`src/rtl/mgpd_pkg.sv`:
```
// shared constants, phase codes and the result word type for the deframer
// no dependencies
package mgpd_pkg;

    localparam logic [7:0] BEGIN_MARK = 8'hC3;
    localparam logic [7:0] END_MARK   = 8'hC8;
    localparam logic [6:0] LOW7       = 7'h7F;
    localparam logic [7:0] HIGH_BIT   = 8'h80;

    localparam int HDR_LEN   = 7;
    localparam int GROUP_LEN = 7;

    localparam logic [2:0] PH_HUNT   = 3'd0;
    localparam logic [2:0] PH_HEADER = 3'd1;
    localparam logic [2:0] PH_MARKER = 3'd2;
    localparam logic [2:0] PH_BYTES  = 3'd3;
    localparam logic [2:0] PH_CHK1   = 3'd4;
    localparam logic [2:0] PH_CHK2   = 3'd5;
    localparam logic [2:0] PH_END    = 3'd6;

    localparam logic [2:0] HDR_ODD_IDX   = 3'd5;
    localparam logic [2:0] HDR_GROUP_IDX = 3'd6;

    localparam logic KIND_BODY    = 1'b0;
    localparam logic KIND_VERDICT = 1'b1;

    localparam logic [1:0] VERDICT_CHK_BIT = 2'b01;
    localparam logic [1:0] VERDICT_END_BIT = 2'b10;

    typedef struct packed {
        logic       item_kind;
        logic [7:0] body_byte;
        logic [1:0] verdict;
        logic [6:0] dest_id;
        logic [6:0] source_id;
        logic [6:0] packet_type;
        logic [6:0] aux_field;
        logic [6:0] status_field;
        logic [9:0] body_length;
        logic       last_item;
    } t_result;

endpackage

```
`src/rtl/mgpd_core.sv`:
```
// frame phase tracking, header capture, body byte restore and checksum
// depends on mgpd_pkg
module mgpd_core
    import mgpd_pkg::*;
(
    input  logic       i_clk,
    input  logic       i_rst_n,
    input  logic       i_en,
    input  logic [7:0] i_byte,
    output logic       o_res_valid,
    output t_result    o_res
);

    logic [2:0] r_phase, n_phase;
    logic [6:0] r_hdr [HDR_LEN];
    logic [6:0] n_hdr [HDR_LEN];
    logic [2:0] r_hdr_idx, n_hdr_idx;
    logic [6:0] r_marker, n_marker;
    logic [6:0] r_pos, n_pos;
    logic [6:0] r_groups, n_groups;
    logic [7:0] r_chk, n_chk;
    logic [7:0] r_chk1, n_chk1;
    logic [9:0] r_count, n_count;
    logic       r_odd, n_odd;

    logic [6:0] low7;
    logic [2:0] bit_sel;
    logic       hi_bit;
    logic [7:0] body;
    logic [6:0] pos_inc;
    logic [6:0] sec_len;
    logic [7:0] got;

    assign low7    = i_byte[6:0] & LOW7;
    assign bit_sel = 3'd6 - r_pos[2:0];
    assign hi_bit  = (r_pos < 7'(GROUP_LEN)) && r_marker[bit_sel];
    assign body    = {hi_bit, low7} | (hi_bit ? HIGH_BIT : 8'h00);
    assign pos_inc = r_pos + 7'd1;
    assign sec_len = r_odd ? r_hdr[HDR_ODD_IDX] : 7'(GROUP_LEN);
    assign got     = {i_byte[6:0], 1'b1} & r_chk1;

    always_comb begin
        n_phase     = r_phase;
        n_hdr       = r_hdr;
        n_hdr_idx   = r_hdr_idx;
        n_marker    = r_marker;
        n_pos       = r_pos;
        n_groups    = r_groups;
        n_chk       = r_chk;
        n_chk1      = r_chk1;
        n_count     = r_count;
        n_odd       = r_odd;
        o_res_valid = 1'b0;
        o_res       = '0;
        if (i_en) begin
            case (r_phase)
                PH_HUNT: begin
                    if (i_byte == BEGIN_MARK) begin
                        n_phase   = PH_HEADER;
                        n_hdr_idx = 3'd0;
                        n_chk     = 8'h00;
                        n_count   = 10'd0;
                    end
                end
                PH_HEADER: begin
                    n_hdr[r_hdr_idx] = low7;
                    n_chk            = r_chk ^ i_byte;
                    if (r_hdr_idx == HDR_GROUP_IDX) begin
                        n_hdr_idx = 3'd0;
                        n_groups  = low7;
                        if (r_hdr[HDR_ODD_IDX] != 7'd0) begin
                            n_odd   = 1'b1;
                            n_phase = PH_MARKER;
                        end else if (low7 != 7'd0) begin
                            n_groups = low7 - 7'd1;
                            n_odd    = 1'b0;
                            n_phase  = PH_MARKER;
                        end else begin
                            n_phase = PH_CHK1;
                        end
                    end else begin
                        n_hdr_idx = r_hdr_idx + 3'd1;
                    end
                end
                PH_MARKER: begin
                    n_marker = low7;
                    n_pos    = 7'd0;
                    n_phase  = PH_BYTES;
                end
                PH_BYTES: begin
                    n_chk   = r_chk ^ body;
                    n_count = r_count + 10'd1;
                    n_pos   = pos_inc;
                    if (pos_inc >= sec_len) begin
                        if (r_groups != 7'd0) begin
                            n_groups = r_groups - 7'd1;
                            n_odd    = 1'b0;
                            n_phase  = PH_MARKER;
                        end else begin
                            n_phase = PH_CHK1;
                        end
                    end
                    o_res_valid     = 1'b1;
                    o_res.item_kind = KIND_BODY;
                    o_res.body_byte = body;
                end
                PH_CHK1: begin
                    n_chk1  = i_byte;
                    n_phase = PH_CHK2;
                end
                PH_CHK2: begin
                    n_chk   = r_chk ^ got;
                    n_phase = PH_END;
                end
                default: begin
                    o_res_valid        = 1'b1;
                    o_res.item_kind    = KIND_VERDICT;
                    o_res.verdict      = ((r_chk != 8'h00) ? VERDICT_CHK_BIT : 2'b00)
                                       | ((i_byte != END_MARK) ? VERDICT_END_BIT : 2'b00);
                    o_res.dest_id      = r_hdr[0];
                    o_res.source_id    = r_hdr[1];
                    o_res.packet_type  = r_hdr[2];
                    o_res.aux_field    = r_hdr[3];
                    o_res.status_field = r_hdr[4];
                    o_res.body_length  = r_count;
                    o_res.last_item    = 1'b1;
                    n_phase            = PH_HUNT;
                end
            endcase
        end
    end

    always_ff @(posedge i_clk) begin
        if (!i_rst_n) begin
            r_phase   <= PH_HUNT;
            r_hdr     <= '{default: '0};
            r_hdr_idx <= '0;
            r_marker  <= '0;
            r_pos     <= '0;
            r_groups  <= '0;
            r_chk     <= '0;
            r_chk1    <= '0;
            r_count   <= '0;
            r_odd     <= 1'b0;
        end else begin
            r_phase   <= n_phase;
            r_hdr     <= n_hdr;
            r_hdr_idx <= n_hdr_idx;
            r_marker  <= n_marker;
            r_pos     <= n_pos;
            r_groups  <= n_groups;
            r_chk     <= n_chk;
            r_chk1    <= n_chk1;
            r_count   <= n_count;
            r_odd     <= n_odd;
        end
    end

    a_begin_opens: assert property (@(posedge i_clk) disable iff (!i_rst_n)
        (i_en && r_phase == PH_HUNT && i_byte == BEGIN_MARK) |=> (r_phase == PH_HEADER))
        else $error("begin marker did not open a header");

    a_verdict_shape: assert property (@(posedge i_clk) disable iff (!i_rst_n)
        (o_res_valid && o_res.item_kind == KIND_VERDICT)
            |-> (o_res.last_item && o_res.body_byte == 8'h00))
        else $error("verdict word malformed");

    a_body_only_in_bytes: assert property (@(posedge i_clk) disable iff (!i_rst_n)
        (o_res_valid && o_res.item_kind == KIND_BODY) |-> (r_phase == PH_BYTES))
        else $error("body word outside a section");

    a_hdr_idx_range: assert property (@(posedge i_clk) disable iff (!i_rst_n)
        r_hdr_idx <= HDR_GROUP_IDX)
        else $error("header index out of range");

endmodule

```
`src/rtl/marker_group_packet_deframer.sv`:
```
// top level: marker-grouped packet deframer with a two-entry output buffer
// depends on mgpd_pkg and mgpd_core
//
// One wire byte is taken per clock while o_stall is low. Each accepted
// byte updates the frame phase and checksum; a restored body byte or the
// end-of-frame verdict word is formed from its wire byte and registered
// into a main output register, or into one skid entry behind it while main
// is held, so input keeps flowing while a result waits; o_stall rises only
// when both entries hold words, and is driven from a register.
module marker_group_packet_deframer
    import mgpd_pkg::*;
(
    input  logic       i_clk,
    input  logic       i_rst_n,
    input  logic       i_valid,
    output logic       o_stall,
    input  logic [7:0] i_wire_byte,
    output logic       o_valid,
    input  logic       i_stall,
    output logic       o_item_kind,
    output logic [7:0] o_body_byte,
    output logic [1:0] o_verdict,
    output logic [6:0] o_dest_id,
    output logic [6:0] o_source_id,
    output logic [6:0] o_packet_type,
    output logic [6:0] o_aux_field,
    output logic [6:0] o_status_field,
    output logic [9:0] o_body_length,
    output logic       o_last_item
);

    logic    accept;
    logic    res_valid;
    t_result res;
    logic    push, pop;

    logic    r_main_valid, n_main_valid;
    logic    r_skid_valid, n_skid_valid;
    t_result r_main, n_main;
    t_result r_skid, n_skid;

    assign o_stall = r_skid_valid;
    assign accept  = i_valid && !r_skid_valid;

    mgpd_core u_core (
        .i_clk       (i_clk),
        .i_rst_n     (i_rst_n),
        .i_en        (accept),
        .i_byte      (i_wire_byte),
        .o_res_valid (res_valid),
        .o_res       (res)
    );

    assign push = res_valid;
    assign pop  = r_main_valid && !i_stall;

    always_comb begin
        n_main_valid = r_main_valid;
        n_skid_valid = r_skid_valid;
        n_main       = r_main;
        n_skid       = r_skid;
        if (pop) begin
            if (push) begin
                n_main       = res;
                n_main_valid = 1'b1;
            end else begin
                n_main       = r_skid;
                n_main_valid = r_skid_valid;
                n_skid_valid = 1'b0;
            end
        end else if (push) begin
            if (!r_main_valid) begin
                n_main       = res;
                n_main_valid = 1'b1;
            end else begin
                n_skid       = res;
                n_skid_valid = 1'b1;
            end
        end
    end

    always_ff @(posedge i_clk) begin
        if (!i_rst_n) begin
            r_main_valid <= 1'b0;
            r_skid_valid <= 1'b0;
        end else begin
            r_main_valid <= n_main_valid;
            r_skid_valid <= n_skid_valid;
        end
        r_main <= n_main;
        r_skid <= n_skid;
    end

    assign o_valid        = r_main_valid;
    assign o_item_kind    = r_main.item_kind;
    assign o_body_byte    = r_main.body_byte;
    assign o_verdict      = r_main.verdict;
    assign o_dest_id      = r_main.dest_id;
    assign o_source_id    = r_main.source_id;
    assign o_packet_type  = r_main.packet_type;
    assign o_aux_field    = r_main.aux_field;
    assign o_status_field = r_main.status_field;
    assign o_body_length  = r_main.body_length;
    assign o_last_item    = r_main.last_item;

    a_skid_needs_main: assert property (@(posedge i_clk) disable iff (!i_rst_n)
        r_skid_valid |-> r_main_valid)
        else $error("skid entry held with empty main register");

    a_no_push_when_full: assert property (@(posedge i_clk) disable iff (!i_rst_n)
        r_skid_valid |-> !res_valid)
        else $error("result produced with both entries full");

    a_skid_moves_up: assert property (@(posedge i_clk) disable iff (!i_rst_n)
        (r_skid_valid && !i_stall) |=> (r_main_valid && !r_skid_valid))
        else $error("skid entry not moved into main register");

endmodule
```
`config.mk`:
```
export PLATFORM = sky130hd
export DESIGN_NAME = marker_group_packet_deframer
export DESIGN_NICKNAME = d
export VERILOG_FILES = /design/src/rtl/mgpd_pkg.sv /design/src/rtl/mgpd_core.sv /design/src/rtl/marker_group_packet_deframer.sv
export SDC_FILE = /design/constraint.sdc
export NUM_CORES = 1
export LEC_CHECK = 0
export BUFFER_PORTS_ARGS = -buffer_cell sky130_fd_sc_hd__buf_2
export CAP_MARGIN = 20
export CELL_PAD_IN_SITES_DETAIL_PLACEMENT = 1
export CELL_PAD_IN_SITES_GLOBAL_PLACEMENT = 2
export CORE_MARGIN = 1.5
export CORE_UTILIZATION = 43
export CTS_CLUSTER_DIAMETER = 50
export DETAILED_ROUTE_END_ITERATION = 6
export PLACE_DENSITY_LB_ADDON = 0.1
export SLEW_MARGIN = 30
export SYNTH_ARGS = -nofsm -noshare
export SYNTH_HDL_FRONTEND = slang
export SYNTH_SLANG_ARGS = --single-unit
export TNS_END_PERCENT = 30
```
`constraint.sdc`:
```
create_clock -name i_clk -period 11 [get_ports i_clk]
set_input_delay 0.55 -clock i_clk [delete_from_list [all_inputs] [get_ports i_clk]]
set_output_delay 0.55 -clock i_clk [all_outputs]
set_load 0.005 [all_outputs]
```
Word level (Yosys, flattened, before mapping)

Cells that the tools add are included.

Register bits after elaboration: 219
Input bits: 12
Logic and storage cells: 158

Add/sub/neg operators: 6
Magnitude comparators: 5
Equality and inequality tests: 15
Muxes and demuxes: 53
Bitwise gates (word level): 8
Reduce and logical (&&, ||, !) cells: 33

Operators by type and width:

| kind                    | count |
|---|---|
| $mux W57                | 5 |
| $bwmux W49              | 1 |
| $mux W7                 | 7 |
| $mux W48                | 1 |
| $pmux W8 S4             | 1 |
| $pmux W7 S2             | 2 |
| $mux W3                 | 8 |
| $mux W8                 | 3 |
| $xor A8 B8 Y8           | 3 |
| $demux W7 S3            | 1 |
| $reduce_bool A7 Y1      | 3 |
| $pmux W10 S2            | 1 |
| $pmux W3 S6             | 1 |
| $mux W1                 | 17 |
| $reduce_and A3 Y1       | 5 |
| $sub A7 B1 Y7 const B   | 2 |
| $reduce_bool A2 Y1      | 6 |
| $add A10 B1 Y10 const B | 1 |
| $mux W10                | 1 |
| $reduce_and A2 Y1       | 5 |
| $eq A3 B3 Y1 const B    | 3 |
| $and A8 B8 Y8           | 1 |
| $eq A8 B8 Y1 const B    | 1 |
| $ne A2 B1 Y1 const B    | 4 |
| 31 further kinds        | 37 |

Longest topological paths before layout

Gate-level depths: netlist of run 1.

Word-level depth: 11
Depth in mapped cells: 12
Mapped depth without buffers: 11

Cells and area by module

Synthesis of run 1 repeated with hierarchy kept, for this count alone.

Cells, all modules: 801
Area total of the unflattened synthesis: 9552.9 um^2

By module, submodules not included:

| module                       | times used | cells each | area an instance (um^2) | sequential area each (um^2) |
|---|---|---|---|---|
| mgpd_core                    | 1          | 610        | 5175.0                  | 1921.8 |
| marker_group_packet_deframer | 1          | 191        | 4377.9                  | 3463.3 |

Worst setup path before layout of run 1

Ideal clock, no wire load.

Path type: input -> register
From: in i_valid
To: reg r_main, in the netlist o_aux_field[0], enable pin
Setup time: 477 ps
Data arrival time: 3727 ps
Required time: 10523 ps
Slack: 6796 ps
Cell stages on the path: 5
Buffers on the path: 1
Cell sequence: nor2b_1 > clkbuf_1 > nand2_1 > or2_1 > o21ai_1

Word-level cells in the longest chain between the ends: 4

RTL lines:

| what                                | line                               | source |
|---|---|---|
| start: declaration                  | marker_group_packet_deframer.sv:15 | `input logic i_valid,` |
| $logic_and A1 B1 Y1                 | marker_group_packet_deframer.sv:43 | `assign accept = i_valid && !r_skid_valid;` |
| $mux W1                             | mgpd_core.sv:55                    | `if (i_en) begin` |
| $reduce_bool A2 Y1 (no source line) | -                                  |  |
| $reduce_and A2 Y1 (no source line)  | -                                  |  |
| end signal: assignment              | marker_group_packet_deframer.sv:90 | `r_main <= n_main;` |
| end: declaration                    | marker_group_packet_deframer.sv:39 | `t_result r_main, n_main;` |

Every way passes these cells.
A chain may end at the register's enable or synchronous reset.

Worst setup path in the final report of run 1

From: reg u_core.r_pos[0]
To: reg u_core.r_groups[2]

Word-level cells in the longest chain between the ends: 4

RTL lines:

| what                               | line             | source |
|---|---|---|
| start: declaration                 | mgpd_core.sv:19  | `logic [6:0] r_pos, n_pos;` |
| start signal: assignment           | mgpd_core.sv:150 | `r_pos <= n_pos;` |
| $add A7 B1 Y7                      | mgpd_core.sv:38  | `assign pos_inc = r_pos + 7'd1;` |
| $ge A7 B7 Y1                       | mgpd_core.sv:94  | `if (pos_inc >= sec_len) begin` |
| $ne A2 B1 Y1 (no source line)      | -                |  |
| $reduce_and A5 Y1 (no source line) | -                |  |
| end signal: assignment             | mgpd_core.sv:151 | `r_groups <= n_groups;` |
| end: declaration                   | mgpd_core.sv:20  | `logic [6:0] r_groups, n_groups;` |

Every way passes these cells.

==> results of run 1 <==
[layout by cell type (no fill, tap or decap), types with 3 or more instances in the layout]
cell type  Yosys  final
a211o_1        3      3
a211oi_1       6      6
a21o_1        55     55
a21oi_1       54     54
a22oi_1        5      5
and2_1        49     49
and3_1         8      7
buf_2          2     70
buf_4          1      4
bufinv_16      0      4
clkbuf_1      42      3
clkbuf_16      0     25
clkinv_1       0      3
clkinv_2       0      4
dfxtp_1       98     98
edfxtp_1     112    112
ha_1          12     12
inv_1          4      3
inv_2          6      7
inv_6          0      3
mux2_1         6      6
mux2i_1       38     38
nand2_1       49     49
nand2b_1      10     10
nand3_1       29     29
nand3b_1       5      5
nand4_1        8      8
nor2_1       125    124
nor2b_1        3      3
nor3_1         8      8
nor4_1         4      4
o211ai_1       5      5
o21ai_0        5      5
o21ai_1       11     10
or3_1          3      3
xnor2_1        7      7
xor2_1         8      8
[sequential cells by signal, indices dropped and copies added, names as in the netlist]
name              count
u_core.r_groups       7
o_verdict             2
o_body_length        10
u_core.r_phase        3
o_body_byte           8
o_valid               1
u_core.r_chk          8
u_core.r_count       10
u_core.r_marker       7
o_dest_id             7
r_skid               56
o_stall               1
u_core.r_hdr_idx      3
o_packet_type         7
u_core.r_pos          7
o_aux_field           7
u_core.r_chk1         8
o_status_field        7
u_core.r_hdr         42
o_source_id           7
u_core.r_odd          1
o_last_item           1
[cell type report]
cell class | instances | area share
clock inverters | 17 | 0.0207
inverters | 10 | 0.00364
well taps | 270 | 0.0328
flip-flops and latches | 210 | 0.516
multi-input cells | 545 | 0.326
repair buffers | 74 | 0.0369
clock buffers | 29 | 0.0631
[metrics by stage]
step           setup slack, ns  hold WS, ns  total power, mW  std cells
2_1_floorplan             6.80        0.432            0.851        811
3_3_place_gp              7.79        0.441            0.864       1109
3_5_place_dp              7.48        0.451            0.865       1109
4_1_cts                   7.44        0.308             1.72       1155
5_1_grt                   7.11        0.321             1.76       1155
6_report                  7.41        0.336             1.71       1155
[power by group through the flow]
stage | clock network, mW | logic [mW] | registers (mW)
after CTS | 0.877 | 0.0303 | 0.817
after detailed placement | 0 | 0.0302 | 0.834
after global routing | 0.908 | 0.0324 | 0.817
after floorplan | 0 | 0.0164 | 0.834
final | 0.859 | 0.0301 | 0.818
after global placement | 0 | 0.0299 | 0.834
[cell families (layout without fill, tap and decap cells)]
logic type	after synthesis	in the layout	share of synthesized area
buf+inv	56	130	0.0244
flops	210	210	0.599
compound gates	157	157	0.116
mux	45	45	0.0529
xor+xnor	15	15	0.0148
simple gates	316	316	0.176
fa+ha+maj	12	12	0.0169
[routing by layer]
metal / GRT usage / vias to the layer above / part of all wire
li1: - / 3013 / -
met1: 0.262 / 3127 / 0.44
met2: 0.368 / 83 / 0.51
met3: 0.0314 / 35 / 0.034
met4: 0.0505 / 0 / 0.017
met5: 0 / - / 0
[worst max-delay path, delay by kind of cell (launching register included)]
family / cells / cell delay (ns)
XOR/XNOR: 1 / 0.21
AO/OA/AOI/OAI: 3 / 1.14
AND/OR/NAND/NOR: 5 / 1.09
adder cells (fa/ha/maj): 2 / 0.55
flip-flops: 1 / 0.50
[worst min-delay path by stage]
stage,start,end,slack (ns),cells after the start
5_1_grt,i_wire_byte[7],u_core.r_chk1[7],0.32,3
4_1_cts,i_wire_byte[7],u_core.r_chk1[7],0.31,3
3_3_place_gp,u_core.r_hdr[48],u_core.r_hdr[48],0.44,2
3_5_place_dp,u_core.r_hdr[46],u_core.r_hdr[46],0.45,2
2_1_floorplan,u_core.r_hdr[43],u_core.r_hdr[43],0.43,2
6_report,i_wire_byte[7],u_core.r_chk1[7],0.34,3
==> results.json, run 1 <==
{
  "status": "complete, no violations",
  "critPathLaunchType": "flip-flop",
  "nets": 890,
  "hold_violations": 0,
  "fp.dieW_microns": 147,
  "overflow": 0,
  "seqCellArea_sq_mm": 0.00533,
  "area_growth_pct": 16.0,
  "drv_slew": 0,
  "ys_types": 58,
  "worstPathCellList": "ha_1, nand3_1, nor2_1, xor2_1, ha_1, nand4_1, nor2_1, a2111oi_0, nand3b_1, o21ai_0, a21oi_1",
  "drt-initial-drc-count": 273,
  "cts.repair.resized": 0,
  "path_max_fanout": 15,
  "gp_congestion": 0.819,
  "clock_latency_ns": 0.53,
  "maxCapViolCount": 0,
  "criticalPathCategory": "flip-flop to flip-flop",
  "ys_seq_area_frac": 0.599,
  "cts_buffer_depth": 3,
  "cp-startpoint": "u_core.r_pos[0]",
  "p_sw_uw": 360,
  "syn_inst": 811,
  "start_util": 0.439,
  "clock_skew_ns": 0.0112,
  "grt_max_degree": 84,
  "crit_required_ns": 11.45,
  "drc": 0,
  "final_area_sq_mm": 0.0103,
  "multi_input_area_sq_mm": 0.00337,
  "hold_class": "primary input to flip-flop",
  "layout_min_cycle_time_ns": 3.59,
  "antenna_found_initial": 0,
  "reg2reg_slack_ns": 7.41,
  "synth_edf_count": 112,
  "ir_drop_uv": 116,
  "synthTopCellsByCount": "nor2_1 (125), edfxtp_1 (112), dfxtp_1 (98)",
  "fp.dieH_microns": 147,
  "wl_per_cell_microns": 19.2,
  "ys_seq_elements": 210,
  "max-slew-margin-rel": 0.384,
  "postCtsHoldBufs": 0,
  "synth_fp_nets": 835,
  "fmaxAchievable_mhz": 279,
  "drive_above_1_share": 0.149,
  "period_share": 0.326,
  "p_clk_frac": 0.503,
  "grt_pass1_vias": 6682,
  "post-dp-hpwl_mm": 14.3,
  "path_clk_slew_ns": 0.06,
  "tns_ns": 0,
  "p_seq_frac": 0.479,
  "yosys_most_used_dff": "edfxtp_1",
  "fin_util": 0.510,
  "p_per_area_mw_per_mm2": 166,
  "io_buffers": 70,
  "cts_tree": "yes",
  "fillers": 2199,
  "numCtsBuffers": 25,
  "grt_pass1_wl_mm": 35.4,
  "dieArea_sq_mm": 0.0215,
  "p_comb_frac": 0.018,
  "synth.area.top_cells": "edfxtp_1 (38%), dfxtp_1 (22%), nor2_1 (5.3%), a21o_1 (4.6%), mux2i_1 (4.3%)",
  "clock-sinks": 210,
  "synth_top_area_share": 0.378,
  "p_sw_frac": 0.211,
  "rsz0062_at_grt": "no",
  "vias_per_cell": 5.42,
  "p_leak_nw": 4.60,
  "cpPeakStageDelay_ns": 0.78,
  "dpl-instance-area_sq_mm": 0.00945,
  "grt.total_usage": 0.206,
  "post-cts-setup-buffers": 0,
  "intPower_mw": 1.35,
  "endpoint_kind": "flip-flop",
  "crit_arrival_ns": 4.03,
  "r2r_cells": 11,
  "ios": 71,
  "critPathSlowestCell": "a2111oi_0",
  "rows": 52,
  "yosys.area.top_type": "edfxtp_1",
  "syn_area_sq_mm": 0.00889,
  "finalWirelength_mm": 22.1,
  "core_area_sq_mm": 0.0202,
  "ys_async_sr_fraction": 0,
  "r2r_start": "u_core.r_pos[0]",
  "synth_most_common_cell": "nor2_1",
  "ys_warn_count": 0,
  "drt_pass1_iterations": 4,
  "tightest_slew_ns": 0.901,
  "setup_viol_count_final": 0,
  "r2r-end": "u_core.r_groups[2]",
  "root_buffer": "clkbuf_16",
  "critPathCapture": "u_core.r_groups[2]",
  "antenna_cells": 0,
  "ant_nets": 0,
  "synth.avg_cell_area_sq_um": 11.0,
  "cts_max_level": 1,
  "vias": 6258
}
Power figures use the tool's default switching activity.
==> run 2, diff against run 1 <==
--- a/config.mk
+++ b/config.mk
@@ -10,7 +10,7 @@
 export CELL_PAD_IN_SITES_DETAIL_PLACEMENT = 1
 export CELL_PAD_IN_SITES_GLOBAL_PLACEMENT = 2
 export CORE_MARGIN = 1.5
-export CORE_UTILIZATION = 43
+export CORE_UTILIZATION = 40
 export CTS_CLUSTER_DIAMETER = 50
 export DETAILED_ROUTE_END_ITERATION = 6
 export PLACE_DENSITY_LB_ADDON = 0.1
==> constraint.sdc (replaced) <==
create_clock -name i_clk -period 3.62 [get_ports i_clk]
set_input_delay 0.181 -clock i_clk [delete_from_list [all_inputs] [get_ports i_clk]]
set_output_delay 0.181 -clock i_clk [all_outputs]
set_load 0.005 [all_outputs]
==> results.json, run 2 (synthesis gave the netlist of run 1 again) <==
{
  "drc": 0,
  "post-dp-hpwl_mm": 14.7,
  "p_leak_nw": 4.60,
  "drt_pass1_iterations": 4,
  "dieArea_sq_mm": 0.0231,
  "layout_common_cells": "nor2_1 (124), edfxtp_1 (112), dfxtp_1 (98), buf_2 (70), a21o_1 (55)",
  "regMostFlops": "r_skid",
  "p_sw_mw": 1.11,
  "dpl-instance-area_sq_mm": 0.00951,
  "overflow": 0,
  "clock_latency_ns": 0.53,
  "hold_violations": 0,
  "cp-startpoint": "u_core.r_pos[0]",
  "setup_viol_count_final": 0,
  "p_clk_frac": 0.505,
  "cts_tree": "yes",
  "crit_required_ns": 4.00,
  "vias": 6303,
  "ios": 71,
  "grt_pass1_wl_mm": 36.7,
  "drt-initial-drc-count": 350,
  "wl_per_cell_microns": 19.2,
  "post-cts-setup-buffers": 0,
  "endpoint_kind": "flip-flop",
  "ant_nets": 0,
  "numCtsBuffers": 27,
  "drive_above_1_share": 0.152,
  "cts_buffer_depth": 3,
  "largest_reg_flops": 56,
  "p_comb_frac": 0.018,
  "tns_ns": 0,
  "criticalPathCategory": "flip-flop to flip-flop",
  "report.power.total_mw": 5.21,
  "rows": 54,
  "p_seq_frac": 0.477,
  "core_area_sq_mm": 0.0218,
  "vias_per_cell": 5.37,
  "antenna_cells": 0,
  "final_area_sq_mm": 0.0104,
  "fp.dieH_microns": 152,
  "grt_pass1_vias": 6710,
  "root_buffer": "clkbuf_16",
  "max-slew-margin-rel": 0.399,
  "timing.hold.ws_ns": 0.0343,
  "tightest_slew_ns": 0.898,
  "start_util": 0.407,
  "worstHoldStart": "i_rst_n",
  "io_buffers": 70,
  "area_growth_pct": 17.1,
  "drv_slew": 0,
  "rsz0062_at_grt": "no",
  "gp_congestion": 0.799,
  "reg_top3": "r_skid: 56 flops, u_core.r_hdr: 42 flops",
  "clock_skew_ns": 0.0166,
  "ir_drop_uv": 310,
  "maxCapViolCount": 0,
  "r2r_start": "u_core.r_pos[0]",
  "nets": 897,
  "intPower_mw": 4.10,
  "p_sw_frac": 0.213,
  "clock-sinks": 210,
  "cts_max_level": 1,
  "final_common_cell": "nor2_1",
  "status": "complete, no violations",
  "hold_class": "primary input to flip-flop",
  "fillers": 2365,
  "path_max_fanout": 15,
  "finalWirelength_mm": 22.5,
  "fin_util": 0.477,
  "layout_min_cycle_time_ns": 3.25,
  "fp.dieW_microns": 152,
  "grt_max_degree": 54,
  "crit_arrival_ns": 3.63,
  "period_share": 0.897,
  "antenna_found_initial": 0,
  "critPathLaunchType": "flip-flop",
  "grt.total_usage": 0.197,
  "path_clk_slew_ns": 0.06,
  "p_per_area_mw_per_mm2": 500,
  "fmaxAchievable_mhz": 308
}
==> run 2: worst max-delay path, cell delays in order (launching register included) <==
cell,delay (ns)
dfxtp_1,0.48
ha_1,0.29
nand3_1,0.19
nor2_1,0.17
xor2_1,0.21
ha_1,0.27
nand4_1,0.09
nor2_1,0.05
a2111oi_0,0.40
buf_4,0.20
nand3b_1,0.45
a221o_1,0.22
a21oi_1,0.06
==> run 2: final cells by class <==
| type | count | area [sq um] | share of cell area |
|---|---|---|---|
| sequential | 210 | 5330 | 0.512 |
| multi-input combinational | 545 | 3370 | 0.323 |
| clock buffer | 32 | 694 | 0.0667 |
| timing repair buffer | 79 | 448 | 0.0430 |
| tap | 280 | 350 | 0.0337 |
| clock inverter | 18 | 189 | 0.0181 |
| inverter | 10 | 37.5 | 0.00361 |
==> run 2: power by group through the flow <==
stage / Sequential [mW] / Combinational [mW] / Clock [mW]
4_1_cts: 2.48 / 0.0939 / 2.69
2_1_floorplan: 2.53 / 0.0498 / 0
5_1_grt: 2.48 / 0.101 / 2.78
6_report: 2.48 / 0.0926 / 2.63
3_5_place_dp: 2.54 / 0.0917 / 0
3_3_place_gp: 2.54 / 0.0911 / 0
==> run 2: timing repair <==
| item | in CTS | in global routing |
|---|---|---|
| hold buffers | 2 | 0 |
| resized for setup | 0 | 0 |
| endpoints found under the hold margin | 2 | 0 |
| endpoints found under the setup margin | 0 | 0 |
==> run 2: final timing paths <==
| check | endpoint | slack, ns | depth (start not counted) |
|---|---|---|---|
| setup / recovery | u_core.r_groups[2] | 0.37 | 12 |
| setup reg to reg | u_core.r_groups[2] | 0.37 | 12 |
| hold / removal | o_stall | 0.03 | 3 |
| hold reg to reg | u_core.r_hdr[45] | 0.46 | 2 |
==> run 2: stage by stage <==
| step | setup WS [ns] | instances |
|---|---|---|
| 2_1_floorplan | 0.676 | 811 |
| 3_3_place_gp | 0.509 | 1122 |
| 3_5_place_dp | 0.406 | 1122 |
| 4_1_cts | 0.349 | 1174 |
| 5_1_grt | 0.0137 | 1174 |
| 6_report | 0.374 | 1174 |
==> run 2: layer usage <==
layer  wire [microns]  track usage  vias to the layer above
met5                0            0                        -
met4              449       0.0504                        0
met3              690       0.0242                       39
met2            11400        0.362                       98
met1             9980        0.244                     3141
li1                 -            -                     3025
==> run 3, diff against run 2 <==
--- a/config.mk
+++ b/config.mk
@@ -9,10 +9,11 @@
 export CAP_MARGIN = 20
 export CELL_PAD_IN_SITES_DETAIL_PLACEMENT = 1
 export CELL_PAD_IN_SITES_GLOBAL_PLACEMENT = 2
-export CORE_MARGIN = 1.5
+export CORE_MARGIN = 2
 export CORE_UTILIZATION = 40
 export CTS_CLUSTER_DIAMETER = 50
 export DETAILED_ROUTE_END_ITERATION = 6
+export HOLD_SLACK_MARGIN = 0.15
 export PLACE_DENSITY_LB_ADDON = 0.1
 export SLEW_MARGIN = 30
 export SYNTH_ARGS = -nofsm -noshare
==> results.json, run 3 (synthesis gave the netlist of run 1 again) <==
{
  "tightest_slew_ns": 0.844,
  "critPathLaunchType": "flip-flop",
  "hold_class": "primary input to flip-flop",
  "criticalPathCategory": "flip-flop to flip-flop",
  "setup_viol_count_final": 0,
  "regMostFlops": "r_skid",
  "cts_max_level": 1,
  "reg_top3": "r_skid: 56 flops, u_core.r_hdr: 42 flops",
  "drt_pass1_iterations": 4,
  "dieArea_sq_mm": 0.0234,
  "rows": 54,
  "status": "complete, no violations",
  "grt_max_degree": 57,
  "largest_reg_flops": 56,
  "worst_slack_ns": 0.564,
  "max-slew-margin-rel": 0.430,
  "drive_above_1_share": 0.150,
  "path_max_fanout": 15,
  "core_area_sq_mm": 0.0218,
  "io_buffers": 70,
  "fp.dieW_microns": 153,
  "drv_slew": 0,
  "drc": 0,
  "report.power.total_mw": 5.06,
  "final_area_sq_mm": 0.0104,
  "path_clk_slew_ns": 0.06,
  "ant_nets": 0,
  "vias_per_cell": 5.31,
  "hold_violations": 0,
  "cpPeakStageDelay_ns": 0.48,
  "crit_required_ns": 4.03,
  "crit_arrival_ns": 3.47,
  "gp_congestion": 0.789,
  "overflow": 0,
  "rsz0062_at_grt": "no",
  "wl_per_cell_microns": 18.9,
  "grt.total_usage": 0.191,
  "period_share": 0.844,
  "ir_drop_uv": 345,
  "fillers": 2359,
  "fmaxAchievable_mhz": 327,
  "start_util": 0.407,
  "clock_latency_ns": 0.52,
  "antenna_found_initial": 0,
  "cts_buffer_depth": 3,
  "layout_min_cycle_time_ns": 3.06,
  "nets": 903,
  "grt_pass1_wl_mm": 36.3,
  "critPathSlowestCell": "dfxtp_1",
  "clock_skew_ns": 0.0204,
  "dpl-instance-area_sq_mm": 0.00950,
  "layout_common_cells": "nor2_1 (124), edfxtp_1 (112), dfxtp_1 (98), buf_2 (70), a21o_1 (55)",
  "maxCapViolCount": 0,
  "cts_tree": "yes",
  "antenna_cells": 0,
  "p_per_area_mw_per_mm2": 485,
  "worstPathCellList": "ha_1, nand3_1, nor2_1, xor2_1, ha_1, nand4_1, nor2_1, a2111oi_0, buf_4, nand3b_1, buf_12, a21oi_1, a211oi_1",
  "clock-sinks": 210,
  "vias": 6259,
  "post-dp-hpwl_mm": 14.6,
  "pre_cts_ws_ns": 0.302,
  "area_growth_pct": 17.3,
  "final_common_cell": "nor2_1",
  "endpoint_kind": "flip-flop",
  "root_buffer": "clkbuf_16",
  "fp.dieH_microns": 153,
  "numCtsBuffers": 26,
  "drt-initial-drc-count": 378,
  "grt_pass1_vias": 6632,
  "finalWirelength_mm": 22.3,
  "ios": 71,
  "p_leak_nw": 4.62,
  "tns_ns": 0
}
run 3: power breakdown:
| part | total [mW] | switching [mW] | internal, mW |
|---|---|---|---|
| registers | 2.48 | 0.000646 | 2.48 |
| logic | 0.0972 | 0.0743 | 0.0230 |
| clock network | 2.47 | 0.975 | 1.50 |
| total | 5.06 | 1.05 | 4.01 |
run 3: what timing repair did:
item | in CTS | in global routing
buffers inserted | 0 | 2
resized for setup | 0 | 0
endpoints found under the setup margin | 0 | 1
hold buffers | 7 | 0
endpoints found under the hold margin | 17 | 0
run 3: routing by layer:
| metal | routed length (microns) | vias to the layer above | track usage |
|---|---|---|---|
| li1 | - | 3043 | - |
| met1 | 9670 | 3087 | 0.243 |
| met2 | 11400 | 98 | 0.345 |
| met3 | 863 | 31 | 0.0238 |
| met4 | 441 | 0 | 0.0441 |
| met5 | 0 | - | 0 |
run 3: layout make-up:
| type | instances | area [sq um] | area share |
|---|---|---|---|
| timing repair buffer | 86 | 513 | 0.0492 |
| clock inverter | 11 | 91.3 | 0.00876 |
| multi-input combinational | 545 | 3370 | 0.323 |
| inverter | 10 | 38.8 | 0.00372 |
| tap | 280 | 350 | 0.0336 |
| sequential | 210 | 5330 | 0.511 |
| clock buffer | 37 | 743 | 0.0713 |
run 3: worst paths after layout:
check              startpoint            endpoint  slack (ns)  cells past startpoint
min            i_wire_byte[3]    u_core.r_hdr[45]        0.18                      3
max reg2reg   u_core.r_pos[0]  u_core.r_groups[1]        0.56                     13
min reg2reg  u_core.r_hdr[43]    u_core.r_hdr[43]        0.46                      2
max           u_core.r_pos[0]  u_core.r_groups[1]        0.56                     13
run 3: critical path: cells and delay by family (launching register included):
kind	cells	cell delay [ns]
compound gates	3	0.67
simple gates	5	0.67
flops	1	0.48
buf+inv	2	0.36
xor+xnor	1	0.22
fa+ha+maj	2	0.56
run 3: through the flow:
| stage | utilization | hold slack, ns | std cells |
|---|---|---|---|
| global route | 0.478 | 0.179 | 1179 |
| floorplan | - | 0.325 | 811 |
| CTS | 0.477 | 0.168 | 1177 |
| detailed placement | 0.435 | 0.451 | 1122 |
| global placement | 0.435 | 0.449 | 1122 |
| finish | 0.478 | 0.182 | 1179 |
